[config.mk]
export PLATFORM = sky130hd
export DESIGN_NAME = profiled_motion_power_controller_unit
export DESIGN_NICKNAME = d
export VERILOG_FILES = /design/src/hdl/pmpc_pkg.sv /design/src/hdl/profiled_motion_power_controller_unit.sv /design/src/hdl/pmpc_div.sv
export VERILOG_INCLUDE_DIRS = /design/src /design/src/hdl
export SDC_FILE = /design/constraint.sdc
export NUM_CORES = 2
export LEC_CHECK = 0
export CELL_PAD_IN_SITES_DETAIL_PLACEMENT = 0
export CELL_PAD_IN_SITES_GLOBAL_PLACEMENT = 2
export CORE_MARGIN = 2
export CORE_UTILIZATION = 42
export DETAILED_ROUTE_END_ITERATION = 7
export DONT_BUFFER_PORTS = 1
export PLACE_DENSITY_LB_ADDON = 0.1
export SLEW_MARGIN = 20
export SYNTH_ARGS = -nofsm -noshare
export SYNTH_HDL_FRONTEND = slang
export SYNTH_SLANG_ARGS = --single-unit
[constraint.sdc]
create_clock -name clock -period 12.4 [get_ports clock]
set_input_delay 1.86 -clock clock [delete_from_list [all_inputs] [get_ports clock]]
set_output_delay 1.86 -clock clock [all_outputs]
set_load 0.005 [all_outputs]
[src/hdl/profiled_motion_power_controller_unit_defines.svh]
// assertion macros shared by the controller files
`ifndef PROFILED_MOTION_POWER_CONTROLLER_UNIT_DEFINES_SVH
`define PROFILED_MOTION_POWER_CONTROLLER_UNIT_DEFINES_SVH

`ifndef SYNTH
// condition holds in the same cycle
`define PMPC_ASSERT_NOW(label, a, b) \
   label: assert property (@(posedge clock) disable iff (reset) (a) |-> (b)) \
      else $error("pmpc assertion failed");
// condition holds in the next cycle
`define PMPC_ASSERT_NEXT(label, a, b) \
   label: assert property (@(posedge clock) disable iff (reset) (a) |=> (b)) \
      else $error("pmpc assertion failed");
`else
`define PMPC_ASSERT_NOW(label, a, b)
`define PMPC_ASSERT_NEXT(label, a, b)
`endif

`endif

[src/hdl/pmpc_pkg.sv]
package pmpc_pkg;

   // controller constants
   localparam int POWER_MAX   = 127;
   localparam int BREAKPOINTS = 4;
   localparam int SLEW_STEP   = 20;
   localparam int BASE_POWER  = 0;

   localparam int POWER_LIMIT = (POWER_MAX > 127) ? 127 : POWER_MAX;
   localparam int BP_COUNT    = (BREAKPOINTS > 4) ? 4 : ((BREAKPOINTS < 1) ? 1 : BREAKPOINTS);

   // divider geometry
   localparam int DIV_STEPS = 32;
   localparam int DIV_CNT_W = $clog2(DIV_STEPS);

   // register indexes
   localparam logic [2:0] CSR_BP0         = 3'd0;
   localparam logic [2:0] CSR_BP1         = 3'd1;
   localparam logic [2:0] CSR_BP2         = 3'd2;
   localparam logic [2:0] CSR_BP3         = 3'd3;
   localparam logic [2:0] CSR_INIT_POWER  = 3'd4;
   localparam logic [2:0] CSR_SPEED_GAIN  = 3'd5;
   localparam logic [2:0] CSR_ERROR_GAIN  = 3'd6;
   localparam logic [2:0] CSR_SPEED_CAP   = 3'd7;

   // profile lookup selectors
   localparam logic [1:0] LK_ERR  = 2'd0;
   localparam logic [1:0] LK_PRED = 2'd1;
   localparam logic [1:0] LK_TGT  = 2'd2;

   typedef enum logic [3:0] {
      ST_IDLE,
      ST_SEL,
      ST_MUL,
      ST_DIV_GO,
      ST_DIV_WAIT,
      ST_ACC,
      ST_SQ,
      ST_STOP,
      ST_MI,
      ST_MD,
      ST_PWR
   } state_type;

   typedef struct packed {
      logic        start;
      logic [31:0] num;
      logic [15:0] den;
   } div_req_type;

   typedef struct packed {
      logic        busy;
      logic        done;
      logic [31:0] quot;
   } div_rsp_type;

endpackage

[src/hdl/profiled_motion_power_controller_unit.sv]
// Profiled motion power controller. Each transfer on the req_ channel is one control
// tick carrying the signed position error; exactly one result follows on the rsp_
// channel with the new motor power, the stop flag, the measured speed and the
// clamped ideal speed. Each tick runs three profile lookups (at the error, at the
// predicted error and at the target), each mostly in the shared 32-step restoring
// divider, and then pushes the remaining products through one shared 18x18
// multiplier. One tick is worked at a time; req_stall is high until the sequencer
// is back in idle, so a new tick is accepted only after the previous result has been
// loaded into the output register, and that load waits while an earlier result is
// still stalled there. Registers are written through the csr_ port while the block
// is idle; the user must keep to this, as the block does not enforce it. csr_ready is always high.
`include "profiled_motion_power_controller_unit_defines.svh"

module profiled_motion_power_controller_unit import pmpc_pkg::*; (
   input  logic               clock,
   input  logic               reset,
   input  logic               req_valid,
   output logic               req_stall,
   input  logic signed [15:0] req_position_error,
   input  logic               req_first_sample,
   output logic               rsp_valid,
   input  logic               rsp_stall,
   output logic signed [7:0]  rsp_motor_power,
   output logic               rsp_done_res,
   output logic signed [16:0] rsp_measured_speed,
   output logic signed [16:0] rsp_ideal_speed,
   input  logic               csr_valid,
   output logic               csr_ready,
   input  logic [2:0]         csr_index,
   input  logic [31:0]        csr_data
);

   state_type state_ff, state_in;

   // configuration
   logic [31:0] bp_ff [4];
   logic [31:0] bp_in [4];
   logic [6:0]  init_pow_ff, init_pow_in;
   logic [11:0] sg_ff, sg_in;
   logic [11:0] seg_ff, seg_in;
   logic [15:0] cap_ff, cap_in;

   // motion state
   logic signed [15:0] prev_ff, prev_in;
   logic signed [15:0] start_ff, start_in;
   logic signed [7:0]  held_ff, held_in;
   logic               await_ff, await_in;

   // tick working registers
   logic signed [15:0] err_ff, err_in;
   logic signed [16:0] act_ff, act_in;
   logic signed [18:0] pred_ff, pred_in;
   logic [1:0]         lk_ff, lk_in;
   logic [15:0]        lo_s_ff, lo_s_in;
   logic signed [16:0] delta_ff, delta_in;
   logic [15:0]        offs_ff, offs_in;
   logic [15:0]        span_ff, span_in;
   logic               direct_ff, direct_in;
   logic [15:0]        dval_ff, dval_in;
   logic signed [35:0] prod_ff, prod_in;
   logic signed [35:0] acc_ff, acc_in;
   logic signed [16:0] p0_ff, p0_in;
   logic signed [16:0] p1_ff, p1_in;
   logic [15:0]        ptgt_ff, ptgt_in;
   logic signed [16:0] ideal_ff, ideal_in;
   logic               done_ff, done_in;

   // output register
   logic               rsp_valid_ff, rsp_valid_in;
   logic signed [7:0]  out_power_ff, out_power_in;
   logic               out_done_ff, out_done_in;
   logic signed [16:0] out_meas_ff, out_meas_in;
   logic signed [16:0] out_ideal_ff, out_ideal_in;

   logic               accept;
   logic signed [17:0] mul_a, mul_b;
   logic signed [35:0] mul_p;
   div_req_type        div_req;
   div_rsp_type        div_rsp;

   pmpc_div u_div (
      .clock   (clock),
      .reset   (reset),
      .div_req (div_req),
      .div_rsp (div_rsp)
   );

   assign req_stall = (state_ff != ST_IDLE);
   assign accept    = req_valid && !req_stall;
   assign csr_ready = 1'b1;

   // shared multiplier operand select
   always_comb begin
      mul_a = '0;
      mul_b = '0;
      case (state_ff)
         ST_MUL: begin
            mul_a = 18'(delta_ff);
            mul_b = $signed({2'b00, offs_ff});
         end
         ST_SQ: begin
            mul_a = 18'(act_ff);
            mul_b = 18'(act_ff);
         end
         ST_MI: begin
            mul_a = 18'(ideal_ff);
            mul_b = $signed({6'b0, sg_ff});
         end
         ST_MD: begin
            mul_a = 18'(ideal_ff) - 18'(act_ff);
            mul_b = $signed({6'b0, seg_ff});
         end
         default: begin
            mul_a = '0;
            mul_b = '0;
         end
      endcase
   end

   assign mul_p = mul_a * mul_b;

   // sequencer and datapath
   always_comb begin
      logic               first;
      logic signed [16:0] act_v;
      logic signed [18:0] dsrc;
      logic [17:0]        dmag;
      logic               found;
      logic [15:0]        lo_p, lo_s, hp, hs;
      logic [17:0]        offs_w;
      logic [16:0]        q17, qv, val;
      logic [15:0]        mag;
      logic signed [16:0] smag, sres;
      logic               rneg, rzero;
      logic signed [17:0] sum;
      logic signed [16:0] avg, avg_mag;
      logic signed [33:0] half_s, sp, sp_mag;
      logic [16:0]        err_mag, act_mag;
      logic [15:0]        tgt;
      logic               near, opp, c1, c2;
      logic signed [37:0] acc, pq, hi, lo, lim, base_t;

      state_in     = state_ff;
      bp_in        = bp_ff;
      init_pow_in  = init_pow_ff;
      sg_in        = sg_ff;
      seg_in       = seg_ff;
      cap_in       = cap_ff;
      prev_in      = prev_ff;
      start_in     = start_ff;
      held_in      = held_ff;
      await_in     = await_ff;
      err_in       = err_ff;
      act_in       = act_ff;
      pred_in      = pred_ff;
      lk_in        = lk_ff;
      lo_s_in      = lo_s_ff;
      delta_in     = delta_ff;
      offs_in      = offs_ff;
      span_in      = span_ff;
      direct_in    = direct_ff;
      dval_in      = dval_ff;
      prod_in      = prod_ff;
      acc_in       = acc_ff;
      p0_in        = p0_ff;
      p1_in        = p1_ff;
      ptgt_in      = ptgt_ff;
      ideal_in     = ideal_ff;
      done_in      = done_ff;
      rsp_valid_in = rsp_valid_ff && rsp_stall;
      out_power_in = out_power_ff;
      out_done_in  = out_done_ff;
      out_meas_in  = out_meas_ff;
      out_ideal_in = out_ideal_ff;
      div_req.start = 1'b0;
      div_req.num   = prod_ff[35] ? 32'(-prod_ff) : prod_ff[31:0];
      div_req.den   = span_ff;

      // configuration write
      if (csr_valid) begin
         case (csr_index)
            CSR_BP0:        bp_in[0]    = csr_data;
            CSR_BP1:        bp_in[1]    = csr_data;
            CSR_BP2:        bp_in[2]    = csr_data;
            CSR_BP3:        bp_in[3]    = csr_data;
            CSR_INIT_POWER: init_pow_in = csr_data[6:0];
            CSR_SPEED_GAIN: sg_in       = csr_data[11:0];
            CSR_ERROR_GAIN: seg_in      = csr_data[11:0];
            CSR_SPEED_CAP:  cap_in      = csr_data[15:0];
            default: ;
         endcase
      end

      // lookup distance
      case (lk_ff)
         LK_ERR:  dsrc = 19'(err_ff);
         LK_PRED: dsrc = pred_ff;
         default: dsrc = $signed({3'b000, bp_ff[0][31:16]});
      endcase
      dmag = dsrc[18] ? 18'(-dsrc) : dsrc[17:0];

      // segment search
      found = 1'b0;
      lo_p  = '0;
      lo_s  = '0;
      hp    = '0;
      hs    = '0;
      for (int i = 0; i < BP_COUNT; i++) begin
         if (!found) begin
            if (dmag <= {2'b00, bp_ff[i][31:16]}) begin
               found = 1'b1;
               hp    = bp_ff[i][31:16];
               hs    = bp_ff[i][15:0];
            end else begin
               lo_p = bp_ff[i][31:16];
               lo_s = bp_ff[i][15:0];
            end
         end
      end
      offs_w = dmag - {2'b00, lo_p};

      // lookup result
      q17   = div_rsp.quot[16:0];
      qv    = prod_ff[35] ? (17'd0 - q17) : q17;
      val   = {1'b0, lo_s_ff} + qv;
      mag   = direct_ff ? dval_ff : val[15:0];
      smag  = $signed({1'b0, mag});
      rneg  = (lk_ff == LK_ERR) ? (err_ff < 0) : (pred_ff < 0);
      rzero = (lk_ff == LK_ERR) ? (err_ff == 0) : (pred_ff == 0);
      sres  = rzero ? 17'sd0 : (rneg ? -smag : smag);

      // ideal speed and stop test
      sum     = 18'(p0_ff) + 18'(p1_ff);
      avg     = 17'((sum + (sum[17] ? 18'sd1 : 18'sd0)) >>> 1);
      avg_mag = avg[16] ? -avg : avg;
      tgt     = bp_ff[0][31:16];
      err_mag = err_ff[15] ? 17'(-(17'(err_ff))) : 17'(err_ff);
      act_mag = act_ff[16] ? 17'(-act_ff) : 17'(act_ff);
      half_s  = $signed({3'b000, prod_ff[31:1]});
      sp      = act_ff[16] ? (34'(err_ff) + half_s) : (34'(err_ff) - half_s);
      sp_mag  = sp[33] ? -sp : sp;
      near    = err_mag <= {1'b0, tgt};
      opp     = (start_ff < 0 && err_ff > 0) || (start_ff > 0 && err_ff < 0);
      c1      = sp_mag <= $signed({19'b0, tgt[15:1]});
      c2      = act_mag <= {2'b00, ptgt_ff[15:1]};

      // power
      base_t = (err_ff < 0) ? -38'(BASE_POWER * 256) :
               ((err_ff > 0) ? 38'(BASE_POWER * 256) : 38'sd0);
      acc    = 38'(acc_ff) + 38'(prod_ff) + base_t;
      pq     = (acc + (acc[37] ? 38'sd255 : 38'sd0)) >>> 8;
      hi     = 38'(held_ff) + 38'(SLEW_STEP);
      lo     = 38'(held_ff) - 38'(SLEW_STEP);
      lim    = 38'(POWER_LIMIT);
      if (pq > hi) begin
         pq = hi;
      end else if (pq < lo) begin
         pq = lo;
      end
      if (pq > lim) begin
         pq = lim;
      end else if (pq < -lim) begin
         pq = -lim;
      end

      first = await_ff || req_first_sample;
      act_v = first ? 17'sd0 : (17'(prev_ff) - 17'(req_position_error));

      case (state_ff)
         ST_IDLE: begin
            if (accept) begin
               err_in   = req_position_error;
               act_in   = act_v;
               pred_in  = 19'(req_position_error) - (19'(act_v) <<< 1);
               prev_in  = req_position_error;
               await_in = 1'b0;
               lk_in    = LK_ERR;
               if (first) begin
                  start_in = req_position_error;
                  held_in  = (req_position_error < 0) ? -$signed({1'b0, init_pow_ff}) :
                             ((req_position_error > 0) ? $signed({1'b0, init_pow_ff}) : 8'sd0);
               end
               state_in = ST_SEL;
            end
         end
         ST_SEL: begin
            lo_s_in   = lo_s;
            delta_in  = $signed({1'b0, hs}) - $signed({1'b0, lo_s});
            offs_in   = offs_w[15:0];
            span_in   = hp - lo_p;
            direct_in = !found || (hp <= lo_p);
            dval_in   = found ? hs : lo_s;
            state_in  = ST_MUL;
         end
         ST_MUL: begin
            prod_in  = mul_p;
            state_in = ST_DIV_GO;
         end
         ST_DIV_GO: begin
            div_req.start = 1'b1;
            state_in      = ST_DIV_WAIT;
         end
         ST_DIV_WAIT: begin
            if (div_rsp.done) begin
               state_in = ST_ACC;
            end
         end
         ST_ACC: begin
            case (lk_ff)
               LK_ERR: begin
                  p0_in    = sres;
                  lk_in    = LK_PRED;
                  state_in = ST_SEL;
               end
               LK_PRED: begin
                  p1_in    = sres;
                  lk_in    = LK_TGT;
                  state_in = ST_SEL;
               end
               default: begin
                  ptgt_in  = mag;
                  state_in = ST_SQ;
               end
            endcase
         end
         ST_SQ: begin
            prod_in  = mul_p;
            state_in = ST_STOP;
         end
         ST_STOP: begin
            if (avg_mag > $signed({1'b0, cap_ff})) begin
               ideal_in = avg[16] ? -$signed({1'b0, cap_ff}) : $signed({1'b0, cap_ff});
            end else begin
               ideal_in = avg;
            end
            done_in  = (near || opp) && (c1 || c2);
            state_in = ST_MI;
         end
         ST_MI: begin
            prod_in  = mul_p;
            state_in = ST_MD;
         end
         ST_MD: begin
            acc_in   = prod_ff;
            prod_in  = mul_p;
            state_in = ST_PWR;
         end
         ST_PWR: begin
            if (!rsp_valid_ff || !rsp_stall) begin
               if (!done_ff) begin
                  held_in = pq[7:0];
               end
               out_power_in = done_ff ? held_ff : pq[7:0];
               out_done_in  = done_ff;
               out_meas_in  = act_ff;
               out_ideal_in = ideal_ff;
               rsp_valid_in = 1'b1;
               state_in     = ST_IDLE;
            end
         end
         default: state_in = ST_IDLE;
      endcase
   end

   // state register
   always_ff @(posedge clock) begin
      if (reset) begin
         state_ff     <= ST_IDLE;
         rsp_valid_ff <= 1'b0;
         lk_ff        <= LK_ERR;
         bp_ff[0]     <= 32'd2621450;
         bp_ff[1]     <= 32'd9830420;
         bp_ff[2]     <= 32'd19660830;
         bp_ff[3]     <= 32'd314573040;
         init_pow_ff  <= 7'd45;
         sg_ff        <= 12'd461;
         seg_ff       <= 12'd1024;
         cap_ff       <= 16'd240;
         prev_ff      <= '0;
         start_ff     <= '0;
         held_ff      <= '0;
         await_ff     <= 1'b1;
      end else begin
         state_ff     <= state_in;
         rsp_valid_ff <= rsp_valid_in;
         lk_ff        <= lk_in;
         bp_ff        <= bp_in;
         init_pow_ff  <= init_pow_in;
         sg_ff        <= sg_in;
         seg_ff       <= seg_in;
         cap_ff       <= cap_in;
         prev_ff      <= prev_in;
         start_ff     <= start_in;
         held_ff      <= held_in;
         await_ff     <= await_in;
      end
   end

   // payload registers
   always_ff @(posedge clock) begin
      err_ff       <= err_in;
      act_ff       <= act_in;
      pred_ff      <= pred_in;
      lo_s_ff      <= lo_s_in;
      delta_ff     <= delta_in;
      offs_ff      <= offs_in;
      span_ff      <= span_in;
      direct_ff    <= direct_in;
      dval_ff      <= dval_in;
      prod_ff      <= prod_in;
      acc_ff       <= acc_in;
      p0_ff        <= p0_in;
      p1_ff        <= p1_in;
      ptgt_ff      <= ptgt_in;
      ideal_ff     <= ideal_in;
      done_ff      <= done_in;
      out_power_ff <= out_power_in;
      out_done_ff  <= out_done_in;
      out_meas_ff  <= out_meas_in;
      out_ideal_ff <= out_ideal_in;
   end

   assign rsp_valid          = rsp_valid_ff;
   assign rsp_motor_power    = out_power_ff;
   assign rsp_done_res       = out_done_ff;
   assign rsp_measured_speed = out_meas_ff;
   assign rsp_ideal_speed    = out_ideal_ff;

   `PMPC_ASSERT_NEXT(a_accept_busy, accept, state_ff != ST_IDLE)
   `PMPC_ASSERT_NOW(a_power_range, rsp_valid_ff, out_power_ff != 8'sh80)
   `PMPC_ASSERT_NOW(a_div_wait_live, state_ff == ST_DIV_WAIT, div_rsp.busy || div_rsp.done)

endmodule

[src/hdl/pmpc_div.sv]
`include "profiled_motion_power_controller_unit_defines.svh"

module pmpc_div import pmpc_pkg::*; (
   input  logic        clock,
   input  logic        reset,
   input  div_req_type div_req,
   output div_rsp_type div_rsp
);

   logic [15:0]          rem_ff, rem_in;
   logic [31:0]          quot_ff, quot_in;
   logic [15:0]          den_ff, den_in;
   logic [DIV_CNT_W-1:0] cnt_ff, cnt_in;
   logic                 busy_ff, busy_in;
   logic                 done_ff, done_in;

   localparam logic [DIV_CNT_W-1:0] DIV_LAST = DIV_CNT_W'(DIV_STEPS - 1);

   // one restoring step per cycle
   always_comb begin
      logic [16:0] trial;
      logic [16:0] sub;
      logic        ge;
      trial   = {rem_ff, quot_ff[31]};
      sub     = trial - {1'b0, den_ff};
      ge      = trial >= {1'b0, den_ff};
      rem_in  = rem_ff;
      quot_in = quot_ff;
      den_in  = den_ff;
      cnt_in  = cnt_ff;
      busy_in = busy_ff;
      done_in = 1'b0;
      if (div_req.start) begin
         rem_in  = '0;
         quot_in = div_req.num;
         den_in  = div_req.den;
         cnt_in  = '0;
         busy_in = 1'b1;
      end else if (busy_ff) begin
         rem_in  = ge ? sub[15:0] : trial[15:0];
         quot_in = {quot_ff[30:0], ge};
         cnt_in  = cnt_ff + 1'b1;
         if (cnt_ff == DIV_LAST) begin
            busy_in = 1'b0;
            done_in = 1'b1;
         end
      end
   end

   always_ff @(posedge clock) begin
      if (reset) begin
         busy_ff <= 1'b0;
         done_ff <= 1'b0;
         cnt_ff  <= '0;
      end else begin
         busy_ff <= busy_in;
         done_ff <= done_in;
         cnt_ff  <= cnt_in;
      end
      rem_ff  <= rem_in;
      quot_ff <= quot_in;
      den_ff  <= den_in;
   end

   assign div_rsp.busy = busy_ff;
   assign div_rsp.done = done_ff;
   assign div_rsp.quot = quot_ff;

   `PMPC_ASSERT_NEXT(a_div_start_busy, div_req.start, busy_ff)
   `PMPC_ASSERT_NEXT(a_div_last_done, busy_ff && !div_req.start && cnt_ff == DIV_LAST, done_ff)
   `PMPC_ASSERT_NOW(a_div_done_idle, done_ff, !busy_ff)

endmodule
==> metrics.txt <==
# TYPE chip_impl_metric gauge
chip_impl_metric{name="drc",unit=""} 0
chip_impl_metric{name="nets",unit=""} 7237
chip_impl_metric{name="via_count",unit=""} 45500
chip_impl_metric{name="syn_inst",unit=""} 6429
chip_impl_metric{name="clock-skew-final",unit="ns"} 0.0401
chip_impl_metric{name="rows",unit=""} 133
chip_impl_metric{name="critPathRequiredTime",unit="ns"} 12.81
chip_impl_metric{name="min_period_over_period",unit="%"} 84.7
chip_impl_info{name="endpoint_kind",value="flop"} 1
chip_impl_metric{name="drt-total-wl",unit="um"} 191000
chip_impl_metric{name="fin_hold_ws",unit="ns"} 0.413
chip_impl_metric{name="asyncSetResetFlopFracSynth",unit="%"} 0
chip_impl_metric{name="gp_congestion",unit=""} 0.879
chip_impl_metric{name="layout.cells.non_filler",unit=""} 8155
chip_impl_metric{name="ioPinCount",unit=""} 103
chip_impl_metric{name="route.antenna.remaining_nets",unit=""} 0
chip_impl_metric{name="hpwlAfterDp",unit="um"} 150000
chip_impl_info{name="clock-root-buffer",value="clkbuf_16"} 1
chip_impl_metric{name="dr.pass1.iters",unit=""} 6
chip_impl_metric{name="finalHoldViolCount",unit=""} 0
chip_impl_metric{name="antenna_found_initial",unit=""} 4
chip_impl_metric{name="clkLatencyLatePin",unit="ns"} 0.70
chip_impl_metric{name="die_h",unit="um"} 368
chip_impl_metric{name="synth-seq-cells",unit=""} 609
chip_impl_metric{name="grt_max_degree",unit=""} 228
chip_impl_metric{name="post_drt_via_cell_ratio",unit=""} 5.58
chip_impl_metric{name="synth_cell_type_count",unit=""} 105
chip_impl_metric{name="place.port_buffers",unit=""} 0
chip_impl_info{name="worstReg2RegStart",value="act_ff[0]"} 1
chip_impl_metric{name="wl_per_cell",unit="um"} 23.5
chip_impl_metric{name="synth_area_per_cell",unit="sq um"} 8.64
chip_impl_metric{name="count_of_flip_flops_with_a_built_in_enable_after_synthesis",unit=""} 363
chip_impl_metric{name="critical_path_arrival",unit="ns"} 10.91
chip_impl_metric{name="synth.cell_area",unit="sq um"} 55500
chip_impl_metric{name="grt_overflow_total",unit=""} 0
chip_impl_metric{name="grt_first_pass_wirelength",unit="um"} 286000
chip_impl_metric{name="groute.usage.overall",unit="%"} 28.0
chip_impl_metric{name="final.min_clock_period",unit="ns"} 10.50
chip_impl_metric{name="pwr_density_cell",unit="nW/um^2"} 143
chip_impl_info{name="grt_setup_unrepaired",value="no"} 1
chip_impl_metric{name="yosysWarnings",unit=""} 0
chip_impl_metric{name="post_cts_setup_buffers",unit=""} 0
chip_impl_info{name="critical_path_cell_with_the_highest_stage_delay",value="fa_1"} 1
chip_impl_info{name="first_element_of_the_critical_path",value="act_ff[0]"} 1
chip_impl_metric{name="worst_setup_hold_path_clk_slew",unit="ns"} 0.06
chip_impl_metric{name="cp_slowest_stage_delay",unit="ns"} 0.56
chip_impl_metric{name="critPathMaxFanout",unit=""} 14
chip_impl_metric{name="fin_util",unit="%"} 45.7
chip_impl_info{name="predominant_post_synthesis_flop_cell",value="edfxtp_1"} 1
chip_impl_info{name="worstSetupPathType",value="reg2reg"} 1
chip_impl_metric{name="post_route_total_power",unit="W"} 0.00857
chip_impl_metric{name="grt_pass1_vias",unit=""} 44000
chip_impl_metric{name="tightestPinTransition",unit="ns"} 1.13
chip_impl_metric{name="finalSetupViolCount",unit=""} 0
chip_impl_metric{name="post_route_cells_drive_above_1_share",unit="%"} 4.85
chip_impl_metric{name="die-area",unit="sq um"} 135000
chip_impl_metric{name="area.growth.synth_to_final",unit="%"} 8.14
chip_impl_metric{name="maxClockFrequency",unit="GHz"} 0.0953
chip_impl_metric{name="cts.sink_count",unit=""} 609
chip_impl_metric{name="worst_slew_margin_rel",unit="%"} 24.4
chip_impl_info{name="hold_class",value="reg2reg"} 1
chip_impl_metric{name="cts.htree.levels",unit=""} 3
chip_impl_metric{name="post-place-cells",unit=""} 8013
chip_impl_metric{name="irDropWorstVdd",unit="V"} 0.000105
chip_impl_metric{name="timing.max_cap.violations",unit=""} 0
chip_impl_metric{name="cts_hold_buffers",unit=""} 0
chip_impl_info{name="final_cell_mix",value="nand2_1 (973), inv_1 (688), ha_1 (505), a21oi_1 (460), nor2_1 (451)"} 1
chip_impl_metric{name="cts_buffers",unit=""} 75
chip_impl_metric{name="timing_max_transition_violations_final",unit=""} 0
chip_impl_metric{name="floorplan.initialDensity",unit="%"} 42.3
chip_impl_metric{name="summed_negative_setup_slack_over_all_endpoints",unit="ns"} 0
chip_impl_info{name="cts_tree",value="done"} 1
chip_impl_metric{name="clock_path_buffers",unit=""} 3
chip_impl_info{name="setup.worst_path.start_class",value="flop"} 1
chip_impl_info{name="hp-start",value="span_ff[4]"} 1
chip_impl_metric{name="core-area",unit="sq um"} 131000
chip_impl_metric{name="post_cts_resize_count",unit=""} 0
chip_impl_metric{name="synth.yosys.seq_area_share",unit="%"} 28.5
chip_impl_metric{name="drt-initial-drc-count",unit=""} 3568
chip_impl_metric{name="p_leak",unit="nW"} 25.0
chip_impl_info{name="final_common_cell",value="nand2_1"} 1
chip_impl_metric{name="die_w",unit="um"} 368
chip_impl_info{name="outcome",value="complete, no violations"} 1
==> path summary, 6_finish.rpt <==
check / to / slack [ns] / cells past startpoint
max: prod_ff[34] / 1.90 / 40
max reg2reg: prod_ff[34] / 1.90 / 40
min: u_div.den_ff[4] / 0.41 / 0
min reg2reg: u_div.den_ff[4] / 0.41 / 0
==> flip-flops by register name, summed over array words and instances (netlist names), 17 cells and up <==
| name | cells |
|---|---|
| rsp_ideal_speed | 17 |
| rsp_measured_speed | 17 |
| ideal_ff | 17 |
| p1_ff | 17 |
| u_div.quot_ff | 32 |
| pred_ff | 18 |
| bp_ff | 128 |
| act_ff | 17 |
| p0_ff | 17 |
| prod_ff | 36 |
| delta_ff | 17 |
| acc_ff | 36 |
==> critical path, delay by kind of cell, from the launching register on <==
family                     cells  cell delay [ns]
AOI/OAI and AO/OA             22             4.63
adders and majority gates      9             3.93
and+or+nand+nor                4             0.71
DFF                            1             0.49
xor gates and xnor gates       2             0.29
buffers and inverters          3             0.17
==> cells in the mapped netlist (all sizes together) (38+ instances only) <==
| cell | instances | area [sq um] |
|---|---|---|
| nor2b | 68 | 425 |
| nor3 | 93 | 465 |
| dfxtp | 246 | 4920 |
| a222oi | 38 | 380 |
| nand2b | 78 | 488 |
| nor2 | 458 | 1720 |
| edfxtp | 363 | 10900 |
| nor4 | 53 | 338 |
| ha | 505 | 6320 |
| o31ai | 40 | 314 |
| a21boi | 47 | 357 |
| or2 | 40 | 250 |
| and3 | 50 | 313 |
| or3 | 48 | 300 |
| fa | 340 | 6810 |
| inv | 690 | 2590 |
| nand3 | 82 | 410 |
| a211oi | 41 | 313 |
| o21a | 50 | 375 |
| mux2i | 85 | 851 |
| clkbuf | 227 | 857 |
| and2 | 53 | 332 |
| nand4 | 68 | 425 |
| a21o | 141 | 1060 |
| xnor2 | 221 | 1940 |
| xor2 | 154 | 1350 |
| o21ai | 347 | 1740 |
| nand2 | 974 | 3660 |
| a21oi | 463 | 2320 |
==> where the power goes <==
group	leakage (nW)	switching (W)	internal [W]
logic	18.4	0.00228	0.00134
clock network	1.24	0.000988	0.00132
registers	5.34	0.000193	0.00245
==> final cells by class <==
cell class,instances,area (sq um)
antenna,2,5.00
clock buffer,87,1980
clock inverter,53,574
fill,13000,71200
inverter,693,2600
multi-input combinational,4881,36300
sequential,609,15800
tap,1755,2200
timing repair buffer,75,563
==> metrics by stage <==
step / setup slack (ns) / area, sq um
2_1_floorplan: 3.07 / 55500
3_3_place_gp: 1.89 / 57500
3_5_place_dp: 1.86 / 57500
4_1_cts: 1.84 / 60100
5_1_grt: 0.944 / 60100
6_report: 1.90 / 60100
==> cells by family after synthesis <==
kind of cell,Yosys count,share of synthesized area (%)
XOR/XNOR,375,5.91
multiplexers,95,1.73
adder cells (fa/ha/maj),845,23.6
flip-flops,609,28.5
AO/OA/AOI/OAI,1413,16.1
buffers and inverters,940,6.41
AND/OR/NAND/NOR,2151,17.7
other,1,0.00675
==> per-layer routing <==
metal,track usage [%],share of wire (%),vias up
li1,-,-,22000
met1,39.8,47,22100
met2,44.0,44,1309
met3,4.28,6.2,198
met4,8.01,2.7,0
met5,0,0,-
Power figures use the tool's default switching activity.
